File: src/rtl/core/lbps_pkg.sv
package lbps_pkg;

  // Fixed widths of the request fields.
  localparam int unsigned INDEX_W  = 3;
  localparam int unsigned DUR_IN_W = 16;
  localparam int unsigned COUNT_W  = 4;

  typedef enum logic [1:0] {
    OP_TICK   = 2'd0,
    OP_WRITE  = 2'd1,
    OP_START  = 2'd2,
    OP_MANUAL = 2'd3
  } opcode_e;

  typedef enum logic [1:0] {
    ST_IDLE,
    ST_EXEC,
    ST_WALK,
    ST_FINISH
  } state_e;

  // Commands from the controller to the datapath.
  typedef struct packed {
    logic capture;
    logic exec;
    logic step;
  } cmd_t;

  // Status from the datapath to the controller.
  typedef struct packed {
    logic walk_needed;
    logic walk_end;
  } status_t;

endpackage

File: src/rtl/core/led_blink_pattern_sequencer.sv
// Steps: a write, a manual LED request or a tick on an idle pattern is captured,
// executed and finished; a start or a live tick also walks up to MAX_ENTRIES
// table entries in between, one entry per cycle through the table port.
// Requests: a new request is not taken while one is in flight, since busy stays high
// until the done_o cycle ends and the next request is taken in the idle cycle after.
// Reset: asynchronous, active low, clears the pattern and LED; receiver cannot stall.

// The sequencer drives one LED from a table of signed millisecond durations.
// Even entries are on-times, odd entries are off-times, zero entries are skipped
// and a negative entry halts the pattern. A small state machine in lbps_ctrl
// steps each request through capture, execute and an optional table walk, and
// lbps_datapath holds the table, the pattern state and the walk accumulators.
// The table is read through one registered port, so the walk visits one entry per
// cycle; a tick's walk stops early once the elapsed time is inside the running sum.
module led_blink_pattern_sequencer import lbps_pkg::*; #(
  parameter int unsigned MAX_ENTRIES   = 8,
  parameter int unsigned DURATION_BITS = 16
) (
  input  logic                       clk_i,
  input  logic                       rst_ni,
  input  logic                       start,
  output logic                       busy,
  input  logic [1:0]                 opcode_i,
  input  logic [INDEX_W-1:0]         entry_index_i,
  input  logic signed [DUR_IN_W-1:0] duration_i,
  input  logic [COUNT_W-1:0]         entry_count_i,
  input  logic                       led_value_i,
  output logic                       done_o,
  output logic                       led_on_o,
  output logic                       running_o,
  output logic                       pattern_valid_o
);

  // Command and status between the controller and the datapath.
  cmd_t    cmd;
  status_t status;

  lbps_ctrl u_ctrl (
    .clk_i    (clk_i),
    .rst_ni   (rst_ni),
    .start_i  (start),
    .status_i (status),
    .cmd_o    (cmd),
    .busy_o   (busy),
    .done_o   (done_o)
  );

  // The datapath captures the request when the controller accepts it, so the
  // input ports are free to change while the request is being worked on.
  lbps_datapath #(
    .MAX_ENTRIES   (MAX_ENTRIES),
    .DURATION_BITS (DURATION_BITS)
  ) u_datapath (
    .clk_i           (clk_i),
    .rst_ni          (rst_ni),
    .cmd_i           (cmd),
    .status_o        (status),
    .opcode_i        (opcode_i),
    .entry_index_i   (entry_index_i),
    .duration_i      (duration_i),
    .entry_count_i   (entry_count_i),
    .led_value_i     (led_value_i),
    .led_on_o        (led_on_o),
    .running_o       (running_o),
    .pattern_valid_o (pattern_valid_o)
  );

endmodule

File: src/rtl/core/lbps_ctrl.sv
module lbps_ctrl import lbps_pkg::*; (
  input  logic    clk_i,
  input  logic    rst_ni,
  input  logic    start_i,
  input  status_t status_i,
  output cmd_t    cmd_o,
  output logic    busy_o,
  output logic    done_o
);

  state_e state_q, state_d;

  always_ff @(posedge clk_i or negedge rst_ni) begin
    if (!rst_ni) begin
      state_q <= ST_IDLE;
    end else begin
      state_q <= state_d;
    end
  end

  always_comb begin
    state_d = state_q;
    case (state_q)
      ST_IDLE: begin
        if (start_i) begin
          state_d = ST_EXEC;
        end
      end
      ST_EXEC: begin
        state_d = status_i.walk_needed ? ST_WALK : ST_FINISH;
      end
      ST_WALK: begin
        if (status_i.walk_end) begin
          state_d = ST_FINISH;
        end
      end
      ST_FINISH: begin
        state_d = ST_IDLE;
      end
      default: begin
        state_d = ST_IDLE;
      end
    endcase
  end

  always_comb begin
    cmd_o         = '0;
    cmd_o.capture = (state_q == ST_IDLE) && start_i;
    cmd_o.exec    = (state_q == ST_EXEC);
    cmd_o.step    = (state_q == ST_WALK);
    busy_o        = (state_q != ST_IDLE);
    done_o        = (state_q == ST_FINISH);
  end

endmodule

File: src/rtl/core/lbps_datapath.sv
module lbps_datapath import lbps_pkg::*; #(
  parameter int unsigned MAX_ENTRIES   = 8,
  parameter int unsigned DURATION_BITS = 16
) (
  input  logic                       clk_i,
  input  logic                       rst_ni,
  input  cmd_t                       cmd_i,
  output status_t                    status_o,
  input  logic [1:0]                 opcode_i,
  input  logic [INDEX_W-1:0]         entry_index_i,
  input  logic signed [DUR_IN_W-1:0] duration_i,
  input  logic [COUNT_W-1:0]         entry_count_i,
  input  logic                       led_value_i,
  output logic                       led_on_o,
  output logic                       running_o,
  output logic                       pattern_valid_o
);

  localparam int unsigned IAW = (MAX_ENTRIES > 1) ? $clog2(MAX_ENTRIES) : 1;
  localparam int unsigned UW  = $clog2(MAX_ENTRIES + 1);
  localparam int unsigned TW  = DURATION_BITS + $clog2(MAX_ENTRIES);

  // Captured request.
  opcode_e                    op_q;
  logic [INDEX_W-1:0]         eidx_q;
  logic signed [DUR_IN_W-1:0] dur_q;
  logic [COUNT_W-1:0]         cnt_q;
  logic                       lval_q;

  // Pattern state.
  logic [UW-1:0] used_q, used_d;
  logic [TW-1:0] total_q, total_d;
  logic [TW-1:0] elapsed_q, elapsed_d;
  logic          has_halt_q, has_halt_d;
  logic          halted_q, halted_d;
  logic          led_q, led_d;

  // Table walk state.
  logic [UW-1:0] idx_q, idx_d;
  logic [TW-1:0] cum_q, cum_d;
  logic          found_q, found_d;
  logic          par_q, par_d;

  // Duration table.
  logic [DURATION_BITS-1:0] mem [MAX_ENTRIES];
  logic [DURATION_BITS-1:0] rd_q;
  logic [IAW-1:0]           rd_addr;
  logic                     wr_ok;

  logic          v_neg, v_pos;
  logic [TW-1:0] v_mag, cum_sum, total_sum, el_inc;
  logic [UW-1:0] idx_inc, count_sat;
  logic          last_entry, pattern_ok, found_now, par_now;

  always_ff @(posedge clk_i) begin
    if (cmd_i.capture) begin
      op_q   <= opcode_e'(opcode_i);
      eidx_q <= entry_index_i;
      dur_q  <= duration_i;
      cnt_q  <= entry_count_i;
      lval_q <= led_value_i;
    end
  end

  assign wr_ok   = (int'(eidx_q) < MAX_ENTRIES);
  assign rd_addr = (int'(idx_d) < MAX_ENTRIES) ? IAW'(idx_d) : '0;

  always_ff @(posedge clk_i) begin
    if (cmd_i.exec && (op_q == OP_WRITE) && wr_ok) begin
      mem[IAW'(eidx_q)] <= DURATION_BITS'(dur_q);
    end
    rd_q <= mem[rd_addr];
  end

  assign v_neg      = rd_q[DURATION_BITS-1];
  assign v_pos      = !v_neg && (rd_q != '0);
  assign v_mag      = TW'(rd_q[DURATION_BITS-2:0]);
  assign cum_sum    = cum_q + v_mag;
  assign total_sum  = total_q + v_mag;
  assign el_inc     = elapsed_q + TW'(1);
  assign idx_inc    = idx_q + UW'(1);
  assign last_entry = (idx_inc == used_q);
  assign pattern_ok = (used_q != '0) && (total_q != '0);
  assign found_now  = found_q || v_pos;
  assign par_now    = v_pos ? idx_q[0] : par_q;
  assign count_sat  = (int'(cnt_q) > MAX_ENTRIES) ? UW'(MAX_ENTRIES) : UW'(cnt_q);

  always_comb begin
    status_o = '0;
    case (op_q)
      OP_START: begin
        status_o.walk_needed = (count_sat != '0);
        status_o.walk_end    = v_neg || last_entry;
      end
      OP_TICK: begin
        status_o.walk_needed = pattern_ok && !halted_q;
        status_o.walk_end    = v_neg || (elapsed_q < cum_sum) || last_entry;
      end
      default: begin
        status_o = '0;
      end
    endcase
  end

  always_comb begin
    used_d     = used_q;
    total_d    = total_q;
    elapsed_d  = elapsed_q;
    has_halt_d = has_halt_q;
    halted_d   = halted_q;
    led_d      = led_q;
    idx_d      = idx_q;
    cum_d      = cum_q;
    found_d    = found_q;
    par_d      = par_q;

    if (cmd_i.exec) begin
      idx_d   = '0;
      cum_d   = '0;
      found_d = 1'b0;
      par_d   = 1'b0;
      case (op_q)
        OP_MANUAL: begin
          led_d = lval_q;
        end
        OP_START: begin
          used_d     = count_sat;
          total_d    = '0;
          elapsed_d  = '0;
          has_halt_d = 1'b0;
          halted_d   = 1'b0;
        end
        default: begin
        end
      endcase
    end

    if (cmd_i.step) begin
      idx_d = idx_inc;
      case (op_q)
        OP_START: begin
          if (v_neg) begin
            has_halt_d = 1'b1;
          end else begin
            total_d = total_sum;
          end
        end
        OP_TICK: begin
          if (v_neg) begin
            // A halt entry freezes the pattern at the last lit parity.
            halted_d = 1'b1;
            if (found_q) begin
              led_d = !par_q;
            end
          end else begin
            found_d = found_now;
            par_d   = par_now;
            cum_d   = cum_sum;
            if (status_o.walk_end) begin
              if (found_now) begin
                led_d = !par_now;
              end
              if (has_halt_q) begin
                if (elapsed_q < total_q) begin
                  elapsed_d = el_inc;
                end
              end else begin
                elapsed_d = (el_inc >= total_q) ? '0 : el_inc;
              end
            end
          end
        end
        default: begin
        end
      endcase
    end
  end

  always_ff @(posedge clk_i or negedge rst_ni) begin
    if (!rst_ni) begin
      used_q     <= '0;
      total_q    <= '0;
      elapsed_q  <= '0;
      has_halt_q <= 1'b0;
      halted_q   <= 1'b0;
      led_q      <= 1'b0;
      idx_q      <= '0;
      cum_q      <= '0;
      found_q    <= 1'b0;
      par_q      <= 1'b0;
    end else begin
      used_q     <= used_d;
      total_q    <= total_d;
      elapsed_q  <= elapsed_d;
      has_halt_q <= has_halt_d;
      halted_q   <= halted_d;
      led_q      <= led_d;
      idx_q      <= idx_d;
      cum_q      <= cum_d;
      found_q    <= found_d;
      par_q      <= par_d;
    end
  end

  assign led_on_o        = led_q;
  assign pattern_valid_o = pattern_ok;
  assign running_o       = pattern_ok && !halted_q;

endmodule

File: config.mk
export PLATFORM = sky130hd
export DESIGN_NAME = led_blink_pattern_sequencer
export DESIGN_NICKNAME = d
export VERILOG_FILES = /design/src/rtl/core/lbps_pkg.sv /design/src/rtl/core/led_blink_pattern_sequencer.sv /design/src/rtl/core/lbps_ctrl.sv /design/src/rtl/core/lbps_datapath.sv
export SDC_FILE = /design/constraint.sdc
export NUM_CORES = 1
export LEC_CHECK = 0
export ABC_AREA = 0
export BUFFER_PORTS_ARGS = -buffer_cell sky130_fd_sc_hd__buf_2
export CAP_MARGIN = 0
export CORE_MARGIN = 5
export CORE_UTILIZATION = 60
export CTS_CLUSTER_SIZE = 16
export DETAILED_ROUTE_END_ITERATION = 16
export PLACE_DENSITY_LB_ADDON = 0.08
export SLEW_MARGIN = 5
export SYNTH_ARGS = -nofsm -noshare
export SYNTH_HDL_FRONTEND = slang
export SYNTH_SLANG_ARGS = --single-unit
File: constraint.sdc
create_clock -name clk_i -period 6.3 [get_ports clk_i]
set_clock_uncertainty 0.1 [all_clocks]
set_input_delay 1.26 -clock clk_i [delete_from_list [all_inputs] [get_ports clk_i]]
set_output_delay 1.26 -clock clk_i [all_outputs]
set_load 0.005 [all_outputs]
==> results of run 1 <==
cells in the final DEF, fill, tap and decap left out, drive strengths merged, types with 6 or more instances in the layout:
cell    instances
inv            38
a211oi         12
nor4           10
dfxtp          16
a21oi          45
nand2b         22
nand4           8
o21bai          6
a22o           16
edfxtp        154
nand2         207
bufinv          6
a21o           21
ha             93
nand3b         16
o21ai         101
buf            50
dfrtp          72
mux2i           7
clkbuf         29
nor2           39
xor2           14
nand3          71
and3            9
nor2b          10
nor3           14
clkinv         10
xnor2          28
metrics by stage:
stage               setup WS, ns  utilization (%)  cell area [µm²]  std cells
global placement           1.301            63.03            12710       1416
global route              0.7395            67.70            13660       1464
finish                     1.071            67.70            13660       1464
CTS                        1.102            67.70            13660       1464
detailed placement         1.144            63.03            12710       1416
floorplan                  1.812                -            12220       1135
area by class of cell:
type	instances	area (µm²)	share of cell area, %
Timing Repair Buffer	50	295.3	2.162
Multi-Input combinational cell	816	5191	38.02
Sequential cell	242	6746	49.40
Tap cell	270	337.8	2.474
Clock buffer	29	661.9	4.847
Clock inverter	19	280.3	2.052
Inverter	38	142.6	1.045
sequential cells by signal, indices dropped and copies added (netlist names), 2 cells and up:
name / cells
u_ctrl.state_q: 2
u_datapath.rd_q: 16
u_datapath.elapsed_q: 19
u_datapath.total_q: 19
u_datapath.idx_q: 4
u_datapath.cum_q: 19
u_datapath.dur_q: 16
u_datapath.used_q: 4
u_datapath.cnt_q: 4
u_datapath.op_q: 2
u_datapath.eidx_q: 3
u_datapath.mem: 128
metal layers:
metal | GRT usage (%) | wire, µm
met5 | 0 | 0
met4 | 6.916 | 916
met3 | 2.812 | 1154
met2 | 39.01 | 12960
met1 | 30.30 | 11520
kinds of logic (layout without fill, tap and decap cells):
family | after synthesis | after routing | synth area share (%)
multiplexers | 9 | 9 | 0.7579
XOR/XNOR | 42 | 42 | 3.011
flip-flops | 242 | 242 | 55.22
adder cells (fa/ha/maj) | 95 | 95 | 9.853
AO/OA/AOI/OAI | 245 | 245 | 12.54
AND/OR/NAND/NOR | 425 | 425 | 16.12
buffers and inverters | 77 | 136 | 2.499
power by group through the flow:
stage / sequential (mW) / clock [mW] / combinational (mW)
after floorplan: 2.11 / 0 / 1.67
after global placement: 2.20 / 0 / 2.18
after CTS: 2.18 / 1.67 / 2.24
final: 2.18 / 1.64 / 2.23
after detailed placement: 2.21 / 0 / 2.23
after global routing: 2.21 / 1.74 / 2.53
worst max path at each step:
stage / start / cells after the start / slack (ns) / to
after global routing: u_datapath.cum_q[0] / 19 / 0.74 / u_datapath.elapsed_q[0]
final: u_datapath.cum_q[0] / 18 / 1.07 / u_datapath.elapsed_q[0]
after CTS: u_datapath.cum_q[0] / 18 / 1.10 / u_datapath.elapsed_q[0]
after global placement: u_datapath.cum_q[0] / 18 / 1.30 / u_datapath.elapsed_q[0]
after detailed placement: u_datapath.cum_q[0] / 19 / 1.14 / u_datapath.elapsed_q[0]
after floorplan: u_datapath.cum_q[0] / 20 / 1.81 / u_datapath.elapsed_q[11]
==> flow_summary_export.csv, run 1 <==
group,metric,value,unit
sta,slew_headroom,26.23,%
logic_synthesis,syn_area_per_cell,10.76,µm²
route,via_per_inst,5.913,
logic_synthesis,ys_warn_count,0,
sta,period_minus_slack,5.229,ns
cts,clockBufferDepth,3,
cts,cts_resized,0,
power,ir_worst_vdd,285.5,µV
logic_synthesis,synth_top_area_share,37.85,%
global_routing,grt_usage,22.66,%
final_layout,nNetsFinal,1298,
sta,tightest_slew,1.104,ns
critical_path,crit_chain,"ha_1, fa_1, a21o_1, a21oi_1, o21ai_1, nand3_1, a31oi_1, o22ai_1, nor2_1, xnor2_1, ha_1, or3_1, a221oi_2, o21ai_1, a31o_1, a221o_1, nor2_1, mux2_2",
critical_path,arrival,5.60,ns
sta,max_freq,191.2,MHz
min_path,min_path_type,"reg -> reg",
sta,fin_crit_sh,83.00,%
logic_synthesis,ys_types,60,
critical_path,crit_path_end_kind,"flop",
route,first_iter_violations,627,
route,ant_nets,0,
critical_path,cp_top_family,"compound AO/OA/AOI/OAI gates",
final_layout,diodes,0,
logic_synthesis,netlist_instances,1135,
power,p_int,3.808,mW
power,switchingPower,2.247,mW
power,power.density,443.4,nW/µm²
die,initial_core_util,60.57,%
cts,clock-root-buffer,"clkbuf_16",
route,drt_wl_total,26550,µm
cts,cts_sinks,242,
route,vias,8657,
place,gp_routability_congestion,0.8324,
place,dp_hpwl,18050,µm
global_routing,grt_max_degree,73,
critical_path,crit_slowest_cell,"nor2_1",
power,clock_power_share,27.1,%
global_routing,grt_overflow_total,0,
logic_synthesis,synth-seq-cells,242,
die,rows,52,
logic_synthesis,netlist_area,12220,µm²
route,routedWlPerCell,18.14,µm
run_status,status,"finished, final reports clean",
logic_synthesis,yosys-top-cells-area,"edfxtp_1 (38%), dfrtp_1 (15%), ha_1 (9.5%), nand2_1 (6.4%), o21ai_0 (3.0%)",
sta,hold_viol,0,
die,io_pins,34,
sta,finalSetupViolCount,0,
critical_path,timing.rr.end,"u_datapath.elapsed_q[0]",
die,core_area,20170,µm²
min_path,worst_hold_path.endpoint,"u_datapath.halted_q",
sta,tns,0,ns
cts,clock_latency,0.54,ns
critical_path,path_buf_inv,0,
logic_synthesis,synth_fp_nets,1259,
sta,hold_slack,0.4097,ns
min_path,hold_depth,1,
die,fp.dieW,152.7,µm
sta,slew_viol_final,0,
place,port_buffers,33,
global_routing,antenna_found_initial,0,
final_layout,drive_above_1_share,8.794,%
run,cap_violations,0,
cts,cts_buffers,26,
cts,clk_pin_slew_worst_paths,0.06,ns
route,firstDrtPassIters,5,
critical_path,worstPathRequired,6.67,ns
die,die_h,152.7,µm
power,switching_share,37.11,%
sta,rsz0062_at_grt,"false",
route,drc,0,
power,seq_power_share,36.0,%
cts,hold_buffers,0,
final_layout,syn2layout_area_growth,11.78,%
min_path,worstHoldStart,"u_datapath.halted_q",
critical_path,cp-start-kind,"flop",
critical_path,r2r-start,"u_datapath.cum_q[0]",
logic_synthesis,yosysMostFrequentCell,"nand2_1",
die,die_area,23310,µm²
critical_path,crit_type,"reg -> reg",
logic_synthesis,ys_seq_area_share,55.22,%
critical_path,r2r_cells,18,
power,leakage,5.656,nW
critical_path,regToRegSetupSlack,1.07,ns
logic_synthesis,synth_top_area_cell,"edfxtp_1",
logic_synthesis,synthArstFlopShare,29.75,%
logic_synthesis,ys.flop_type,"edfxtp_1",
power,pwr-share-comb,36.9,%
global_routing,grt_pass1_vias,8345,
final_layout,fillCellCount,1490,
power,power,6.055,mW
logic_synthesis,synth_edf_count,154,
critical_path,slowest_delay,0.66,ns
critical_path,critPathMaxFanout,13,
cts,cts_tree,"built",
global_routing,grt_pass1_wl,43240,µm
cts,cts_max_level,1,
logic_synthesis,yosys-top-cells-count,"nand2_1 (207), edfxtp_1 (154), ha_1 (93)",
cts,postCtsSetupBuffers,0,
Note: power is estimated with default switching activity, not from simulation.
==> run 2: changes to the inputs <==
--- a/config.mk
+++ b/config.mk
@@ -5,7 +5,7 @@
 export SDC_FILE = /design/constraint.sdc
 export NUM_CORES = 1
 export LEC_CHECK = 0
-export ABC_AREA = 0
+export ABC_AREA = 1
 export BUFFER_PORTS_ARGS = -buffer_cell sky130_fd_sc_hd__buf_2
 export CAP_MARGIN = 0
 export CORE_MARGIN = 5
==> constraint.sdc (replaced) <==
create_clock -name clk_i -period 5.3 [get_ports clk_i]
set_clock_uncertainty 0.1 [all_clocks]
set_input_delay 1.06 -clock clk_i [delete_from_list [all_inputs] [get_ports clk_i]]
set_output_delay 1.06 -clock clk_i [all_outputs]
set_load 0.005 [all_outputs]
==> flow_summary_export.csv, run 2 <==
group,metric,value,unit
place,dp_slack,1.327,ns
cts,cts_buffers,26,
final_layout,fillCellCount,1811,
final_layout,multi_input_area,5647,µm²
route,drt_wl_total,32030,µm
die,io_pins,34,
final_layout,syn2layout_area_growth,9.429,%
logic_synthesis,yosys-top-cells-area,"edfxtp_1 (35%), dfrtp_1 (14%), nand2_1 (9.4%), ha_1 (8.8%), inv_1 (5.2%)",
critical_path,crit_path_end_kind,"flop",
critical_path,slowest_delay,0.47,ns
sta,hold_viol,0,
die,rows,54,
sta,finalSetupViolCount,0,
logic_synthesis,ys_types,47,
place,dp_hpwl,22550,µm
logic_synthesis,synth_top_area_share,34.82,%
power,leakage,6.688,nW
route,vias,10250,
global_routing,grt_pass1_wl,51700,µm
critical_path,critical_path.most_common_cell,"nand2_1",
logic_synthesis,ys_seq_area_share,50.79,%
global_routing,antenna_found_initial,2,
sta,rsz0062_at_grt,"false",
cts,hold_buffers,0,
route,drc,0,
global_routing,grt_max_degree,73,
logic_synthesis,synthArstFlopShare,29.75,%
final_layout,drive_above_1_share,7.288,%
die,core_area,21820,µm²
critical_path,worstPathRequired,5.66,ns
place,gp_routability_congestion,0.9056,
final_layout,diodes,0,
final_layout,final_common_cell,"nand2_1",
sta,period_minus_slack,4.044,ns
final_layout,mostFrequentLayoutCells,"nand2_1 (331), inv_1 (185), edfxtp_1 (154)",
final_layout,fin_cells,1803,
route,via_per_inst,5.684,
sta,fin_crit_sh,76.30,%
route,first_iter_violations,816,
critical_path,critPathMaxFanout,19,
die,die_area,25210,µm²
cts,cts_sinks,242,
logic_synthesis,yosysMostFrequentCell,"nand2_1",
sta,tightest_slew,1.132,ns
place,port_buffers,33,
cts,clock-root-buffer,"clkbuf_16",
cts,cts_max_level,1,
logic_synthesis,yosys-top-cells-count,"nand2_1 (331), inv_1 (185), edfxtp_1 (154)",
die,initial_core_util,60.86,%
sta,slew_headroom,24.53,%
logic_synthesis,synth-seq-cells,242,
global_routing,grt_overflow_total,0,
logic_synthesis,syn_area_per_cell,9.092,µm²
route,firstDrtPassIters,7,
critical_path,cp-start-kind,"flop",
final_layout,postLayoutCoreUtil,66.60,%
logic_synthesis,synth_edf_count,154,
place,dp_cells,1755,
logic_synthesis,synth_fp_nets,1585,
die,fp.dieW,158.8,µm
sta,slew_viol_final,0,
final_layout,ff_latch_area,6746,µm²
power,ir_worst_vdd,344.0,µV
cts,cts_tree,"built",
sta,tns,0,ns
sta,worst_slack,1.256,ns
die,die_h,158.8,µm
logic_synthesis,netlist_instances,1461,
logic_synthesis,netlist_area,13280,µm²
global_routing,grt_usage,25.08,%
global_routing,grt_pass1_vias,9970,
final_layout,nNetsFinal,1627,
run,cap_violations,0,
cts,clock_latency,0.54,ns
power,power.density,587.8,nW/µm²
cts,cts_resized,0,
critical_path,crit_type,"reg -> reg",
min_path,min_path_type,"reg -> reg",
final_layout,largest_reg_flops,128,
cts,postCtsSetupBuffers,0,
run_status,status,"finished, final reports clean",
logic_synthesis,synth_top_area_cell,"edfxtp_1",
sta,hold_slack,0.3943,ns
logic_synthesis,ys_warn_count,0,
sta,max_freq,247.3,MHz
cts,clockBufferDepth,3,
critical_path,arrival,4.40,ns
final_layout,largest_register,"u_datapath.mem",
cts,clk_pin_slew_worst_paths,0.06,ns
logic_synthesis,ys.flop_type,"edfxtp_1",
route,ant_nets,0,
route,routedWlPerCell,17.76,µm
critical_path,crit_slowest_cell,"fa_1",
## run 2: cell count changes after synthesis, moves of 22 or more
cell / before / now
clkbuf_1: 34 / 10
o21ai_0: 74 / 108
o211ai_1: 4 / 31
nor2_1: 39 / 82
nand2b_1: 22 / 0
nand2_1: 207 / 331
inv_1: 38 / 185
## run 2: worst paths after layout
| path | endpoint | cells after the start | slack [ns] | startpoint |
|---|---|---|---|---|
| setup / recovery | u_datapath.elapsed_q[7] | 25 | 1.26 | u_datapath.cum_q[0] |
| hold / removal | u_datapath.used_q[2] | 2 | 0.39 | u_datapath.cnt_q[2] |
| setup reg to reg | u_datapath.elapsed_q[7] | 25 | 1.26 | u_datapath.cum_q[0] |
| hold reg to reg | u_datapath.used_q[2] | 2 | 0.39 | u_datapath.cnt_q[2] |
| max in group asynchronous | u_datapath.idx_q[1] | 1 | 3.84 | rst_ni |
| min in group asynchronous | u_datapath.cum_q[1] | 1 | 0.54 | rst_ni |
## run 2: per-stage QoR
step | power, mW | cell area [µm²]
after global placement | 6.743 | 13730
after floorplan | 5.711 | 13280
final | 8.543 | 14540
after detailed placement | 6.823 | 13730
after CTS | 8.554 | 14540
after global routing | 9.251 | 14540
## run 2: metal layers
| metal | GRT usage (%) | vias to the layer above | wire length [µm] |
|---|---|---|---|
| li1 | - | 5045 | - |
| met2 | 42.00 | 279 | 15140 |
| met5 | 0 | - | 27 |
| met1 | 33.04 | 4841 | 13850 |
| met3 | 3.240 | 80 | 1607 |
| met4 | 10.64 | 4 | 1406 |
## run 2: area by class of cell
type,instances,share of cell area [%]
Clock buffer,32,4.777
Clock inverter,16,0.7403
Inverter,193,4.984
Multi-Input combinational cell,994,38.85
Sequential cell,242,46.41
Tap cell,280,2.410
Timing Repair Buffer,46,1.825
## run 2: cell families (layout without fill, tap and decap cells)
family,Yosys count,after routing,share of synthesized area [%]
muxes,1,1,0.07536
xor gates and xnor gates,28,28,1.846
adders and majority gates,95,95,9.062
AOI/OAI and AO/OA,275,275,11.93
and+or+nand+nor,595,595,19.56
buffers and inverters,225,287,6.735
DFF,242,242,50.79
## run 2: critical path, delay by kind of cell, from the launching register on
kind / cells / cell delay (ns)
AND/OR/NAND/NOR: 18 / 1.99
adder cells (fa/ha/maj): 3 / 1.01
flip-flops: 1 / 0.39
AO/OA/AOI/OAI: 2 / 0.32
buffers and inverters: 2 / 0.14
## run 2: where the power goes
part,internal [mW],total [mW],switching [mW]
sequential,2.36,2.73,0.365
clock,0.978,1.70,0.727
combinational,1.42,4.11,2.70
total,4.76,8.54,3.79
==> run 3: changes to the inputs <==
==> constraint.sdc (replaced) <==
create_clock -name clk_i -period 4.1 [get_ports clk_i]
set_clock_uncertainty 0.1 [all_clocks]
set_input_delay 0.82 -clock clk_i [delete_from_list [all_inputs] [get_ports clk_i]]
set_output_delay 0.82 -clock clk_i [all_outputs]
set_load 0.005 [all_outputs]
==> flow_summary_export.csv, run 3 (synthesized netlist as in run 2, its figures left out) <==
group,metric,value,unit
cts,clockBufferDepth,3,
place,dp_hpwl,23210,µm
place,port_buffers,33,
die,rows,54,
run,cap_violations,0,
final_layout,largest_reg_flops,128,
global_routing,grt_usage,25.16,%
power,power.density,766.5,nW/µm²
cts,hold_buffers,0,
final_layout,nNetsFinal,1637,
die,die_area,25210,µm²
cts,cts_buffers,26,
cts,clock-root-buffer,"clkbuf_16",
place,placed_area,13790,µm²
final_layout,diodes,0,
place,gp_routability_congestion,0.9123,
cts,clock_latency,0.55,ns
final_layout,postLayoutCoreUtil,67.56,%
final_layout,largest_register,"u_datapath.mem",
route,routedWlPerCell,17.85,µm
route,ant_nets,0,
sta,worst_slack,0.2518,ns
final_layout,drive_above_1_share,8.611,%
final_layout,final_area,14740,µm²
sta,max_freq,259.9,MHz
global_routing,grt_overflow_total,0,
sta,finalSetupViolCount,0,
global_routing,grt_max_degree,73,
die,initial_core_util,60.86,%
route,via_per_inst,5.624,
sta,hold_viol,0,
global_routing,grt_pass1_wl,52010,µm
critical_path,critPathMaxFanout,8,
sta,fin_crit_sh,93.86,%
critical_path,worstPathRequired,4.42,ns
global_routing,grt_pass1_vias,9822,
place,dp_slack,0.2171,ns
route,drt_wl_total,32360,µm
route,vias,10200,
route,drc,0,
final_layout,fillCellCount,1744,
route,routed.top_layer,"met4",
sta,slew_viol_final,0,
critical_path,crit_path_end_kind,"flop",
route,wirelength_met1,13860,µm
sta,rsz0062_at_grt,"false",
sta,period_minus_slack,3.848,ns
power,ir_worst_vdd,504.0,µV
power,leakage,6.794,nW
sta,slew_headroom,24.98,%
route,firstDrtPassIters,5,
critical_path,crit_type,"reg -> reg",
cts,cts_max_level,1,
critical_path,cp-start-kind,"flop",
global_routing,antenna_found_initial,0,
die,io_pins,34,
route,wl_met3,1634,µm
critical_path,arrival,4.17,ns
die,core_area,21820,µm²
die,fp.dieW,158.8,µm
cts,clk_pin_slew_worst_paths,0.06,ns
sta,tns,0,ns
route,met2RoutedLength,15730,µm
cts,cts_sinks,242,
final_layout,syn2layout_area_growth,11.00,%
run_status,status,"finished, final reports clean",
cts,cts_tree,"built",
final_layout,mostFrequentLayoutCells,"nand2_1 (331), inv_1 (185), edfxtp_1 (154)",
sta,tightest_slew,1.125,ns
die,die_h,158.8,µm
min_path,min_path_type,"in -> async",
route,first_iter_violations,1030,
final_layout,final_common_cell,"nand2_1",
## run 3: power by group
part / leakage (nW) / total [mW] / switching [mW] / internal (mW)
Sequential: 2.50 / 3.53 / 0.475 / 3.05
Combinational: 3.84 / 5.35 / 3.50 / 1.84
Clock: 0.453 / 2.43 / 0.961 / 1.47
Total: 6.79 / 11.3 / 4.94 / 6.36
## run 3: stage by stage
stage	hold WS (ns)	instances	total power, mW
after floorplan	0.3555	1461	7.383
after global placement	0.3751	1762	8.754
after detailed placement	0.3913	1762	8.824
after CTS	0.3185	1810	11.28
after global routing	0.3206	1813	12.21
final	0.2863	1813	11.30
## run 3: worst max-delay path, cell delays in order (launching register included)
cell	delay, ns
dfrtp_1	0.39
ha_1	0.35
a21oi_1	0.22
nand2_1	0.11
a21oi_1	0.29
o21ai_0	0.23
a21oi_2	0.22
nand2_1	0.08
and2_1	0.18
ha_1	0.29
nand2_1	0.07
inv_1	0.04
nand2_1	0.05
a21oi_1	0.06
nor2_1	0.11
nand3_2	0.13
nand2_2	0.11
nand2_2	0.08
inv_2	0.11
nand3_4	0.12
buf_4	0.21
nand3_1	0.09
nand2_1	0.10
## run 3: what timing repair did
item	CTS	global route
gates resized for setup	0	7
hold endpoints to repair	0	0
setup buffers	0	2
setup endpoints to repair	0	17
## run 3: path summary, 6_finish.rpt
| path | from | endpoint | slack [ns] | cells past startpoint |
|---|---|---|---|---|
| worst min register to register | u_datapath.cum_q[9] | u_datapath.cum_q[9] | 0.40 | 2 |
| worst max register to register | u_datapath.cum_q[2] | u_datapath.elapsed_q[3] | 0.25 | 22 |
| worst max-delay path | u_datapath.cum_q[2] | u_datapath.elapsed_q[3] | 0.25 | 22 |
| min in group clk_i | duration_i[0] | u_datapath.dur_q[0] | 0.35 | 1 |
| max in group asynchronous | rst_ni | u_datapath.elapsed_q[1] | 2.90 | 1 |
| worst min-delay path | rst_ni | u_datapath.cum_q[3] | 0.29 | 1 |
## run 3: metal layers
layer	GRT usage [%]	up-vias
li1	-	5052
met1	33.77	4787
met2	42.92	285
met3	3.033	72
met4	8.017	0
met5	0	-
## run 3: cell type report
| cell class | count | area (µm²) | share of cell area, % |
|---|---|---|---|
| Timing Repair Buffer | 55 | 332.8 | 2.257 |
| Sequential cell | 242 | 6746 | 45.76 |
| Multi-Input combinational cell | 995 | 5675 | 38.49 |
| Clock buffer | 33 | 737.0 | 4.998 |
| Clock inverter | 15 | 177.7 | 1.205 |
| Inverter | 193 | 724.4 | 4.913 |
| Tap cell | 280 | 350.3 | 2.376 |
